`src/rtl/assert_macros.svh`:
```
// ----------------------------------------------------------------------------
// assertion macros
// shared concurrent assertion wrappers, clocked on clk and disabled in rst
// ----------------------------------------------------------------------------
`ifndef ASSERT_MACROS_SVH
`define ASSERT_MACROS_SVH
`ifndef NO_ASSERTIONS
`define ASSERT_HOLDS(label, cond) \
  label: assert property (@(posedge clk) disable iff (rst) (cond)) \
    else $error("assertion failed: invariant");
`define ASSERT_NEXT(label, ante, cons) \
  label: assert property (@(posedge clk) disable iff (rst) (ante) |=> (cons)) \
    else $error("assertion failed: next-cycle check");
`else
`define ASSERT_HOLDS(label, cond)
`define ASSERT_NEXT(label, ante, cons)
`endif
`endif

```
`src/rtl/rfr_pkg.sv`:
```
// ----------------------------------------------------------------------------
// rfr_pkg
// types, constants and the hex digit decoder of the frame repeat filter
// ----------------------------------------------------------------------------
package rfr_pkg;

  localparam int FRAME_DEPTH   = 16;
  localparam int POS_W         = $clog2(FRAME_DEPTH + 1);
  localparam int IDX_W         = $clog2(FRAME_DEPTH);
  localparam int ID_FIRST      = 3;
  localparam int ID_END        = 11;
  localparam int ID_DIGITS     = ID_END - ID_FIRST;
  localparam int NIBBLE_BITS   = 4;
  localparam int DIG_W         = $clog2(ID_DIGITS + 1);
  localparam logic [31:0] HOLDOFF_RESET = 32'd150;

  typedef struct packed {
    logic [7:0]  frame_byte;
    logic        last_byte;
    logic [31:0] tick_time;
  } in_t;

  typedef struct packed {
    logic [31:0] tag_id;
    logic        accepted;
    logic        frame_changed;
  } out_t;

  function automatic logic [3:0] hex_digit(input logic [7:0] c);
    logic [7:0] d;
    begin
      d = 8'h00;
      if (c >= 8'h30 && c <= 8'h39) begin
        d = c - 8'h30;
      end else if (c >= 8'h41 && c <= 8'h46) begin
        d = c - 8'h37;
      end else if (c >= 8'h61 && c <= 8'h66) begin
        d = c - 8'h57;
      end
      return d[3:0];
    end
  endfunction

endpackage

```
`src/rtl/rfid_frame_repeat_filter_core.sv`:
```
// the result of a last byte is registered into out_data, or into the skid entry while the output stalls
// throughput: one byte request per cycle while in_stall is low, set by the combinational compare/update path
// a two-entry output register and skid buffer keep input flowing while a result waits
// in_stall rises only when the skid entry is full
// rst is synchronous: control state clears, hold-off returns to 150 ticks
// ----------------------------------------------------------------------------
// rfid_frame_repeat_filter_core
// compares each tag-reader frame with the previous one, decodes the hex tag
// id and flags new frames or repeats past the hold-off time
// ----------------------------------------------------------------------------
`include "assert_macros.svh"

module rfid_frame_repeat_filter_core (
  input  logic          clk,
  input  logic          rst,
  input  logic          in_valid,
  output logic          in_stall,
  input  rfr_pkg::in_t  in_data,
  output logic          out_valid,
  input  logic          out_stall,
  output rfr_pkg::out_t out_data,
  input  logic          cfg_we,
  input  logic [31:0]   cfg_data
);

  logic [7:0]               store [rfr_pkg::FRAME_DEPTH];
  logic [rfr_pkg::POS_W-1:0] prior_length;
  logic [rfr_pkg::POS_W-1:0] prior_nonzero_end;
  logic [rfr_pkg::POS_W-1:0] byte_position;
  logic [rfr_pkg::POS_W-1:0] running_nonzero_end;
  logic                      all_matched;
  logic [31:0]               id_accumulator;
  logic [31:0]               last_frame_time;
  logic [31:0]               holdoff_ticks;

  logic                      skid_valid;
  rfr_pkg::out_t             skid_data;

  logic                      in_take;
  logic                      out_take;
  logic                      in_range;
  logic                      in_id;
  logic [7:0]                prev_byte;
  logic                      all_matched_next;
  logic [rfr_pkg::POS_W-1:0] running_nonzero_end_next;
  logic [31:0]               id_accumulator_next;
  logic [rfr_pkg::POS_W-1:0] byte_position_next;
  logic [rfr_pkg::DIG_W-1:0] digits;
  logic [2:0]                nib_shift;
  logic [31:0]               tag;
  logic [31:0]               diff;
  logic                      changed;
  rfr_pkg::out_t             result;

  assign in_stall = skid_valid;
  assign in_take  = in_valid && !in_stall;
  assign out_take = out_valid && !out_stall;

  always_comb begin
    in_range = byte_position < rfr_pkg::POS_W'(rfr_pkg::FRAME_DEPTH);
    in_id    = in_range &&
               byte_position >= rfr_pkg::POS_W'(rfr_pkg::ID_FIRST) &&
               byte_position <  rfr_pkg::POS_W'(rfr_pkg::ID_END);
    prev_byte = 8'h00;
    if (byte_position < prior_length) begin
      prev_byte = store[byte_position[rfr_pkg::IDX_W-1:0]];
    end
    all_matched_next         = all_matched && (!in_range || in_data.frame_byte == prev_byte);
    running_nonzero_end_next = running_nonzero_end;
    byte_position_next       = byte_position;
    id_accumulator_next      = id_accumulator;
    if (in_range) begin
      byte_position_next = byte_position + 1'b1;
      if (in_data.frame_byte != 8'h00) begin
        running_nonzero_end_next = byte_position + 1'b1;
      end
    end
    if (in_id) begin
      id_accumulator_next = {id_accumulator[31-rfr_pkg::NIBBLE_BITS:0],
                             rfr_pkg::hex_digit(in_data.frame_byte)};
    end
    // byte_position_next is the frame length, capped at FRAME_DEPTH, on a last byte
    if (byte_position_next <= rfr_pkg::POS_W'(rfr_pkg::ID_FIRST)) begin
      digits = '0;
    end else if (byte_position_next >= rfr_pkg::POS_W'(rfr_pkg::ID_END)) begin
      digits = rfr_pkg::DIG_W'(rfr_pkg::ID_DIGITS);
    end else begin
      digits = rfr_pkg::DIG_W'(byte_position_next - rfr_pkg::POS_W'(rfr_pkg::ID_FIRST));
    end
    nib_shift = 3'(rfr_pkg::DIG_W'(rfr_pkg::ID_DIGITS) - digits);
    if (digits == '0) begin
      tag = 32'h0;
    end else begin
      tag = id_accumulator_next << {nib_shift, 2'b00};
    end
    changed = !(all_matched_next && prior_nonzero_end <= byte_position_next);
    diff    = in_data.tick_time - last_frame_time;
    result.tag_id        = tag;
    result.frame_changed = changed;
    result.accepted      = changed || (diff > holdoff_ticks);
  end

  always_ff @(posedge clk) begin
    if (in_take && in_range) begin
      store[byte_position[rfr_pkg::IDX_W-1:0]] <= in_data.frame_byte;
    end
  end

  always_ff @(posedge clk) begin
    if (rst) begin
      prior_length        <= '0;
      prior_nonzero_end   <= '0;
      byte_position       <= '0;
      running_nonzero_end <= '0;
      all_matched         <= 1'b1;
      id_accumulator      <= '0;
      last_frame_time     <= '0;
      holdoff_ticks       <= rfr_pkg::HOLDOFF_RESET;
    end else begin
      if (cfg_we) begin
        holdoff_ticks <= cfg_data;
      end
      if (in_take) begin
        if (in_data.last_byte) begin
          prior_length        <= byte_position_next;
          prior_nonzero_end   <= running_nonzero_end_next;
          last_frame_time     <= in_data.tick_time;
          byte_position       <= '0;
          running_nonzero_end <= '0;
          all_matched         <= 1'b1;
          id_accumulator      <= '0;
        end else begin
          byte_position       <= byte_position_next;
          running_nonzero_end <= running_nonzero_end_next;
          all_matched         <= all_matched_next;
          id_accumulator      <= id_accumulator_next;
        end
      end
    end
  end

  // output register with skid entry
  always_ff @(posedge clk) begin
    if (rst) begin
      out_valid  <= 1'b0;
      skid_valid <= 1'b0;
    end else if (skid_valid) begin
      if (out_take) begin
        out_data   <= skid_data;
        skid_valid <= 1'b0;
      end
    end else if (in_take && in_data.last_byte) begin
      if (!out_valid || out_take) begin
        out_data  <= result;
        out_valid <= 1'b1;
      end else begin
        skid_data  <= result;
        skid_valid <= 1'b1;
      end
    end else if (out_take) begin
      out_valid <= 1'b0;
    end
  end

  `ASSERT_HOLDS(a_skid_behind_out, !skid_valid || out_valid)
  `ASSERT_NEXT(a_skid_fill, out_valid && out_stall && in_take && in_data.last_byte, skid_valid)
  `ASSERT_NEXT(a_frame_restart, in_take && in_data.last_byte, byte_position == '0 && all_matched)
  `ASSERT_HOLDS(a_changed_accepted, !(out_valid && out_data.frame_changed) || out_data.accepted)

endmodule
```
`config.mk`:
```
export PLATFORM = sky130hd
export DESIGN_NAME = rfid_frame_repeat_filter_core
export DESIGN_NICKNAME = d
export VERILOG_FILES = /design/src/rtl/rfr_pkg.sv /design/src/rtl/rfid_frame_repeat_filter_core.sv
export VERILOG_INCLUDE_DIRS = /design/src /design/src/rtl
export SDC_FILE = /design/constraint.sdc
export NUM_CORES = 1
export LEC_CHECK = 0
export ABC_AREA = 1
export CAP_MARGIN = 25
export CORE_MARGIN = 1
export CORE_UTILIZATION = 40
export CTS_CLUSTER_SIZE = 16
export DETAILED_ROUTE_END_ITERATION = 16
export DONT_BUFFER_PORTS = 1
export PLACE_DENSITY_LB_ADDON = 0.08
export SETUP_SLACK_MARGIN = 0.1
export SLEW_MARGIN = 20
export SYNTH_ARGS = -nofsm -noshare
export SYNTH_HDL_FRONTEND = slang
export SYNTH_SLANG_ARGS = --single-unit
```
`constraint.sdc`:
```
create_clock -name clk -period 5.4 [get_ports clk]
set_clock_uncertainty 0.05 [all_clocks]
set_input_delay 0.81 -clock clk [delete_from_list [all_inputs] [get_ports clk]]
set_output_delay 0.81 -clock clk [all_outputs]
set_load 0.02 [all_outputs]
```
==> results.toml, run 1 <==
[yosys]
async_reset_ff_share_pct = 0
syn-instance-count = 1979
ys.flop_type = "edfxtp_1"
synth_edf_count = 196
synth_nets = 2141
syn_area_um2 = 16550
synth-seq-cells = 319
synth.avg_cell_area_um2 = 8.362
synth_top_area_share_pct = 35.57
synth_cell_types = 49
synth_common_cells = "nand2_1 (571), nand3_1 (221), edfxtp_1 (196), inv_1 (183), a21oi_1 (141)"
yosysMostFrequentCell = "nand2_1"
netlist_top_cells_area = "edfxtp_1 (36%), dfxtp_1 (15%), nand2_1 (13%)"
yosys.area.top_type = "edfxtp_1"
yosysSeqAreaShare_pct = 50.45
yosys_warnings = 0

[sta]
whs_ps = 283.7
clock.fmax_mhz = 240.7
relSlewSlack_pct = 33.46
min_period_ps = 4155
slew_violations = 0
rsz0062_at_grt = "false"
hold_violations = 0
setup_slack_ps = 1245
finalSetupViolCount = 0
setup_tns_ps = 0
finalCritPeriodShare_pct = 76.94
worst_pin_slew_ps = 998.1

[worst_setup_path]
slowest_stage = "ha_1"
worstPathRequired_ps = 5640
max_stage_delay_ps = 620
path_class = "flip-flop to flip-flop"
r2r-start = "byte_position[0]"
start_kind = "flip-flop"
worst_ep_arrival_time_ps = 4390
crit_fanout = 22
path_cells = "inv_1, ha_1, o21ai_1, inv_1, ha_1, inv_1, nand2_1, o21ai_4, nand3_1, ha_1, buf_4, nand3_1, o21ai_1, nand2_1, nand3_1, nand2_1"
end_kind = "flip-flop"
crit_family = "adder cells"
path_buf_inv = 4
crit_start = "byte_position[0]"

[floorplanning]
die_y_um = 205.4
die_area_um2 = 42190
row_count = 74
num_io_pins = 114
die_w_um = 205.4
initial_core_util_pct = 40.53
core_um2 = 40830

[pwr]
power.switching_mw = 1.518
swShare_pct = 25.31
internal_power_mw = 4.479
vdd_drop_max_v = 0.0002283
power.leakage_nw = 7.312
p_comb_share_pct = 12.0
p_clk_share_pct = 43.6
seq_power_share_pct = 44.4
pwr_density_cell_nw_per_um2 = 328.2

[drt]
wl_per_cell_um = 17.03
dr_wl_met2_um = 19660
routed-wl-met3_um = 2100
via_per_inst = 5.161
routed-via-count = 12953
wl_met1_um = 19960
highest_layer = "met4"
wl_um = 42740
ant_nets = 0
drc_errors = 0
drt_iter0_drc = 701
dr.pass1.iters = 5

[clock_network]
htreeDepth = 2
cts-root-buf = "clkbuf_16"
clock_path_buffers = 3
cts_setup_buffers = 0
clock_sinks = 319
cts_resized = 0
tritoncts = "yes"
holdBufCountCts = 0
cts.reportedPaths.clkPinSlew_ps = 60
numCtsBuffers = 37
clk_latency_ps = 550

[placement]
gp_congestion = 0.8500
io_buffers = 0
pre_cts_ws_ps = 849.3
hpwl_um = 28500

[grt]
antenna_found_initial = 0
grt_pass1_wl_um = 68380
grt_pass1_vias = 12477
grt_usage_pct = 20.82
grt_max_degree = 65
overflow = 0

[finish]
finalNetCount = 2111
antenna_cells = 0
multi_input_comb_area_um2 = 7107
drive_above_1_share_pct = 6.168
area_delta_synth_final_pct = 10.41
seq_area_um2 = 8351
fillers = 4049

[min_path]
worstHoldStart = "rst"
hold_class = "primary input to flip-flop"

[run]
maxCapViolations = 0

[status]
status = "finished clean"
==> kinds of logic (layout without fill, tap and decap cells) <==
logic type / after synthesis / after routing / share of synthesized area (%)
DFF: 319 / 319 / 50.45
AOI/OAI and AO/OA: 318 / 318 / 10.26
adders and majority gates: 84 / 84 / 6.397
xor gates and xnor gates: 33 / 33 / 1.792
and+or+nand+nor: 944 / 944 / 24.35
buffers and inverters: 281 / 280 / 6.759
==> flip-flops by register name (all words and copies together) (netlist names), named ones only <==
register / count
store: 128
out_data: 34
skid_data: 34
holdoff_ticks: 32
id_accumulator: 32
last_frame_time: 32
byte_position: 5
prior_length: 5
prior_nonzero_end: 5
running_nonzero_end: 5
all_matched: 1
in_stall: 1
out_valid: 1
==> layout make-up <==
type | count | area share [%]
Timing Repair Buffer | 17 | 0.7670
Tap cell | 532 | 3.643
Clock buffer | 48 | 5.691
Multi-Input combinational cell | 1379 | 38.90
Sequential cell | 319 | 45.70
Inverter | 195 | 4.047
Clock inverter | 20 | 1.253
==> routing by layer <==
layer  GRT usage [%]  up-vias
met5               0        -
li1                -     6589
met3           3.912       62
met2           33.19      274
met1           28.65     6028
met4           6.032        0
==> power by group through the flow <==
stage	Combinational (mW)	Sequential, mW	Clock, mW
6_report	0.720	2.66	2.61
5_1_grt	0.825	2.67	2.79
4_1_cts	0.725	2.66	2.69
3_5_place_dp	0.722	2.72	0
3_3_place_gp	0.713	2.72	0
2_1_floorplan	0.548	2.71	0
==> through the flow <==
stage / cells / utilization, % / cell area (um2) / total power [mW]
3_3_place_gp: 2440 / 41.55 / 16970 / 3.428
3_5_place_dp: 2441 / 41.62 / 17000 / 3.439
4_1_cts: 2509 / 44.73 / 18260 / 6.077
5_1_grt: 2510 / 44.75 / 18270 / 6.279
6_report: 2510 / 44.75 / 18270 / 5.997
2_1_floorplan: 1979 / - / 16550 / 3.259
==> worst paths after layout <==
path	to	slack, ps	cells after the start
worst max-delay path	out_data[19]	1250	16
worst min-delay path	out_valid	280	1
worst max register to register	out_data[19]	1250	16
worst min register to register	id_accumulator[1]	410	2
==> layout by cell type (no fill, tap or decap), types with 3 or more instances in the layout <==
cell       synthesis  final
nor2_2             1      3
bufinv_16          0      5
o211ai_1           5      5
and2_1             6      6
edfxtp_1         196    196
nor3_1            14     12
dfxtp_1          123    121
nor3_2             1      3
inv_1            183    182
nor4_1             4      4
a21oi_1          141    141
clkinv_2           0      8
o21ai_1           18     18
o21ai_0          119    119
or2_2              3      3
nand2_1          571    570
nor2_1            82     79
inv_2              7      7
nand3_1          221    221
xnor2_1           12     12
buf_4              1     16
o22ai_1           12     12
xor2_1            20     20
nand2_2            9     10
inv_4              2      3
ha_1              83     83
nand3_2            8      8
clkbuf_8           0      3
o21bai_1           3      3
clkinv_1           3      7
nand4_1           21     21
o21a_1             3      3
clkbuf_16          0     39
clkbuf_1          59      6
No activity file was read; power rests on OpenSTA's default activity.
==> inputs of run 2 (changes only) <==
clock period = 3.4 ns   (was 5.4 ns; I/O delays follow)
==> run 2 against run 1 <==
The run now ends with setup timing left. Final cell count increased by 4.7%. Wire length increased by 5.4%. Total power increased by 64%. Non-clock buffer count increased by 117. First-iteration DRC count decreased by 2.1%. Sequential share of layout area decreased by 3.2 points. Fmax increased by 21%. Combinational power increased by 100%. Utilization increased by 3.4 points. Flip-flop and latch count unchanged. Sequential power increased by 59%. Clock-buffer cell count increased by 2. Largest cell class unchanged.
==> results.toml, run 2 (synthesis results as in run 1) <==
[placement]
gp_congestion = 0.8610
hpwl_um = 29810
io_buffers = 0

[drt]
routed-via-count = 13354
drt_iter0_drc = 686
via_per_inst = 5.081
wl_per_cell_um = 17.13
dr.pass1.iters = 5
ant_nets = 0
drc_errors = 0
wl_um = 45030

[sta]
hold_violations = 0
min_period_ps = 3432
slew_violations = 0
setup_slack_ps = -31.70
clock.fmax_mhz = 291.4
rsz0062_at_grt = "true"
finalSetupViolCount = 1
relSlewSlack_pct = 39.92
worst_pin_slew_ps = 897.9
finalCritPeriodShare_pct = 100.9

[floorplanning]
num_io_pins = 114
die_area_um2 = 42190
row_count = 74
initial_core_util_pct = 40.53
die_w_um = 205.4
die_y_um = 205.4
core_um2 = 40830

[worst_setup_path]
crit_start = "last_frame_time[10]"
path_class = "flip-flop to flip-flop"
worst_ep_arrival_time_ps = 3680
start_kind = "flip-flop"
end_kind = "flip-flop"
r2r-start = "last_frame_time[10]"
worstPathRequired_ps = 3650
crit_fanout = 3

[clock_network]
tritoncts = "yes"
clock_sinks = 319
cts-root-buf = "clkbuf_16"
clk_latency_ps = 550
numCtsBuffers = 38
clock_path_buffers = 3
cts.reportedPaths.clkPinSlew_ps = 60
htreeDepth = 2

[finish]
area_delta_synth_final_pct = 18.80
multi_input_comb_area_um2 = 7515
layout_commonest_cell = "nand2_1"
largest_register_ffs = 128
final_core_util_pct = 48.15
antenna_cells = 0
layout_common_cells = "nand2_1 (561), nand3_1 (214), edfxtp_1 (196)"
drive_above_1_share_pct = 14.22
seq_area_um2 = 8358
finalNetCount = 2230
fillers = 3972

[pwr]
p_clk_share_pct = 42.0
p_comb_share_pct = 15.0
pwr_density_cell_nw_per_um2 = 500.3
seq_power_share_pct = 43.0
internal_power_mw = 7.271
swShare_pct = 26.08
vdd_drop_max_v = 0.0003908
total_power_mw = 9.836
power.leakage_nw = 7.944
power.switching_mw = 2.566

[min_path]
hold_class = "primary input to flip-flop"
worstHoldStart = "cfg_we"

[status]
violations = "setup timing"
status = "finished with violations"

[run]
maxCapViolations = 0

[grt]
grt_usage_pct = 21.52
grt_pass1_vias = 12878
overflow = 0
antenna_found_initial = 0
grt_pass1_wl_um = 70280
grt_max_degree = 65
## run 2: cell count changes in the layout (fill, tap and decap cells not counted), moves of 10 or more
cell / previous run / this run
ha_1: 83 / 69
a21oi_2: 0 / 11
o21ai_0: 119 / 109
a21oi_1: 141 / 129
buf_4: 16 / 118
ha_4: 0 / 10
## run 2: routing by layer
layer | track usage, % | share of wire (%)
met1 | 28.28 | 46
met2 | 35.94 | 47
met3 | 3.690 | 4.5
met4 | 6.772 | 2.3
met5 | 0 | 0
## run 2: power groups by stage
| stage | Sequential (mW) | Clock, mW | Combinational, mW |
|---|---|---|---|
| 2_1_floorplan | 4.30 | 0 | 0.879 |
| 3_3_place_gp | 4.31 | 0 | 1.30 |
| 3_5_place_dp | 4.31 | 0 | 1.31 |
| 4_1_cts | 4.23 | 4.25 | 1.39 |
| 5_1_grt | 4.23 | 4.39 | 1.66 |
| 6_report | 4.23 | 4.13 | 1.47 |
## run 2: timing repair
item                                    CTS  global route
hold buffers                             10             0
endpoints found under the setup margin    2            59
pin swaps                                 6            28
hold endpoints to repair                179             0
buffers inserted                          2            12
resized for setup                        21            77
cloned                                    0             1
## run 2: worst max-delay path: stages (launching register included)
cell,delay (ps)
dfxtp_1,300
inv_1,70
ha_4,290
nand2_1,60
inv_1,90
nand3_2,110
nor3_4,250
nand3_1,120
nand3_2,110
nand2_1,60
o211ai_1,120
a21oi_1,140
xor2_1,170
ha_1,310
nand4_1,110
inv_2,100
nand2_4,60
nor4_4,260
nand3_1,110
nand2_1,70
nand4_1,110
nand2_1,80
nand2_1,50
## run 2: final timing paths
path              cells past startpoint          endpoint  slack (ps)
setup reg to reg                     22       out_data[1]         -30
hold / removal                        2  holdoff_ticks[2]          40
setup / recovery                     22       out_data[1]         -30
hold reg to reg                       2  holdoff_ticks[3]         410
## run 2: final cells by class
type / count / area share, %
Multi-Input combinational cell: 1379 / 38.23
Clock inverter: 18 / 1.057
Inverter: 195 / 3.851
Timing Repair Buffer: 134 / 5.544
Tap cell: 532 / 3.386
Sequential cell: 319 / 42.52
Timing Repair inverter: 1 / 0.04455
Clock buffer: 50 / 5.378
## run 2: through the flow
stage               cell area, um2  setup TNS, ps  hold WS (ps)  setup slack (ps)  instances
global placement             17740         -707.3         395.5            -403.9       2535
global route                 19660         -462.8         28.53            -284.3       2628
finish                       19660         -31.70         37.34            -31.70       2628
detailed placement           17740         -788.8         400.6            -449.0       2535
floorplan                    16580              0         378.6             102.0       1979
CTS                          19210              0         6.194            0.7467       2615
==> inputs of run 3 (changes only) <==
CELL_PAD_IN_SITES_DETAIL_PLACEMENT = 1   (was unset)
CELL_PAD_IN_SITES_GLOBAL_PLACEMENT = 1   (was unset)
CORE_UTILIZATION = 30   (was 40)
CTS_CLUSTER_SIZE = unset   (was 16)
==> run 3 against run 2 <==
Clock power is 3% lower. Critical path type unchanged. Sequential share of layout area is 1.2 points lower. Largest power group unchanged. The flow now finishes without violations. Global-route usage is 3.0 points lower. Combinational power is 9% higher. Critical path depth is 3 lower.
==> results.toml, run 3 (synthesis results as in run 1) <==
[status]
status = "finished clean"

[drt]
wl_um = 52310
via_per_inst = 4.915
drc_errors = 0
routed-via-count = 13787
drt_iter0_drc = 607
ant_nets = 0
dr.pass1.iters = 5
wl_per_cell_um = 18.65

[grt]
grt_max_degree = 63
grt_pass1_vias = 14080
overflow = 0
grt_pass1_wl_um = 81030
grt_usage_pct = 18.55
antenna_found_initial = 4

[worst_setup_path]
max_stage_delay_ps = 410
r2r-start = "last_frame_time[0]"
worstPathRequired_ps = 3670
start_kind = "flip-flop"
worst_ep_arrival_time_ps = 3550
crit_fanout = 3
path_cells = "ha_4, inv_2, fa_2, a21oi_4, buf_6, o211ai_1, buf_4, buf_6, xor2_2, ha_1, nand2_1, inv_1, nand3_2, nor4_4, nand3_1, nand2_1, nand4_1, nand2_1, nand2_1"
end_kind = "flip-flop"
cpMostUsedCell = "nand2_1"
slowest_stage = "fa_2"
crit_start = "last_frame_time[0]"
path_class = "flip-flop to flip-flop"

[sta]
min_period_ps = 3283
setup_slack_ps = 116.9
relSlewSlack_pct = 36.83
setup_tns_ps = 0
clock.fmax_mhz = 304.6
finalCritPeriodShare_pct = 96.56
slew_violations = 0
hold_violations = 0
worst_pin_slew_ps = 944.0
finalSetupViolCount = 0
rsz0062_at_grt = "true"

[finish]
area_delta_synth_final_pct = 22.28
antenna_cells = 0
layout_common_cells = "nand2_1 (548), nand3_1 (214), edfxtp_1 (196)"
layout_commonest_cell = "nand2_1"
fin_cells = 2805
stdcell_area_um2 = 20240
drive_above_1_share_pct = 17.07
largest_register_ffs = 128
finalNetCount = 2239

[clock_network]
clock_path_buffers = 3
cts-root-buf = "clkbuf_16"
cts.reportedPaths.clkPinSlew_ps = 60
tritoncts = "yes"
clk_latency_ps = 560
numCtsBuffers = 40
clock_sinks = 319
htreeDepth = 2

[min_path]
worstHoldStart = "cfg_data[1]"
hold_class = "primary input to flip-flop"

[placement]
dp.cells = 2696
hpwl_um = 35210
io_buffers = 0
place_area_um2 = 17920
gp_congestion = 0.8426
pre_cts_ws_ps = -328.4

[floorplanning]
num_io_pins = 114
die_w_um = 236.9
initial_core_util_pct = 30.57
core_um2 = 54130
die_y_um = 236.9
die_area_um2 = 56110
row_count = 85

[pwr]
total_power_mw = 9.837
pwr_density_cell_nw_per_um2 = 486.1
vdd_drop_max_v = 0.0003486
power.leakage_nw = 8.043

[run]
maxCapViolations = 0
run 3: changes by cell type in the layout (fill, tap and decap cells not counted), sizes merged:
cell and delta:
clkinv +7, buf +6, bufinv -3, clkinvlp +2, dlygate4sd3 +1
run 3: worst paths after layout:
path	end	slack (ps)	cells after the start
min reg2reg	holdoff_ticks[6]	410	2
max	out_data[1]	120	19
max reg2reg	out_data[1]	120	19
min	holdoff_ticks[1]	40	2
run 3: where the power goes:
group	leakage, nW	switching [mW]	total (mW)	internal, mW
combinational	4.62	0.961	1.60	0.635
clock	0.598	1.70	4.01	2.31
sequential	2.82	0.0429	4.23	4.19
total	8.04	2.71	9.84	7.13
run 3: critical path: cells and delay by family (launching register included):
family,cells,cell delay [ps]
compound gates,2,300
xor+xnor,1,130
fa+ha+maj,3,810
buf+inv,5,550
flops,1,370
simple gates,8,850
run 3: routing by layer:
layer  wire length (um)  GRT usage, %
met4               1103         4.978
met5                 12             0
met3               2316         3.684
met1              24320         24.57
met2              24550         30.70
run 3: layout make-up:
class	count	area, um2
repair buffers	142	1180
well taps	696	870.8
multi-input cells	1379	7841
fillers	6265	33900
flip-flops and latches	319	8361
inverters	195	762.0
clock buffers	49	1066
clock inverters	25	155.1
run 3: per-stage QoR:
| step | utilization (%) | hold slack [ps] |
|---|---|---|
| after CTS | 36.08 | 2.823 |
| after floorplan | - | 378.6 |
| after detailed placement | 33.11 | 400.7 |
| after global routing | 37.38 | 12.65 |
| final | 37.38 | 37.07 |
| after global placement | 33.08 | 395.5 |
run 3: repair_timing:
| action | 4_1_cts | 5_1_grt |
|---|---|---|
| pin swaps | 14 | 49 |
| setup endpoints to repair | 17 | 46 |
| gates resized for setup | 41 | 129 |
| endpoints found under the hold margin | 177 | 0 |
| buffers inserted | 2 | 21 |
| hold buffers | 11 | 0 |
| cloned | 0 | 1 |
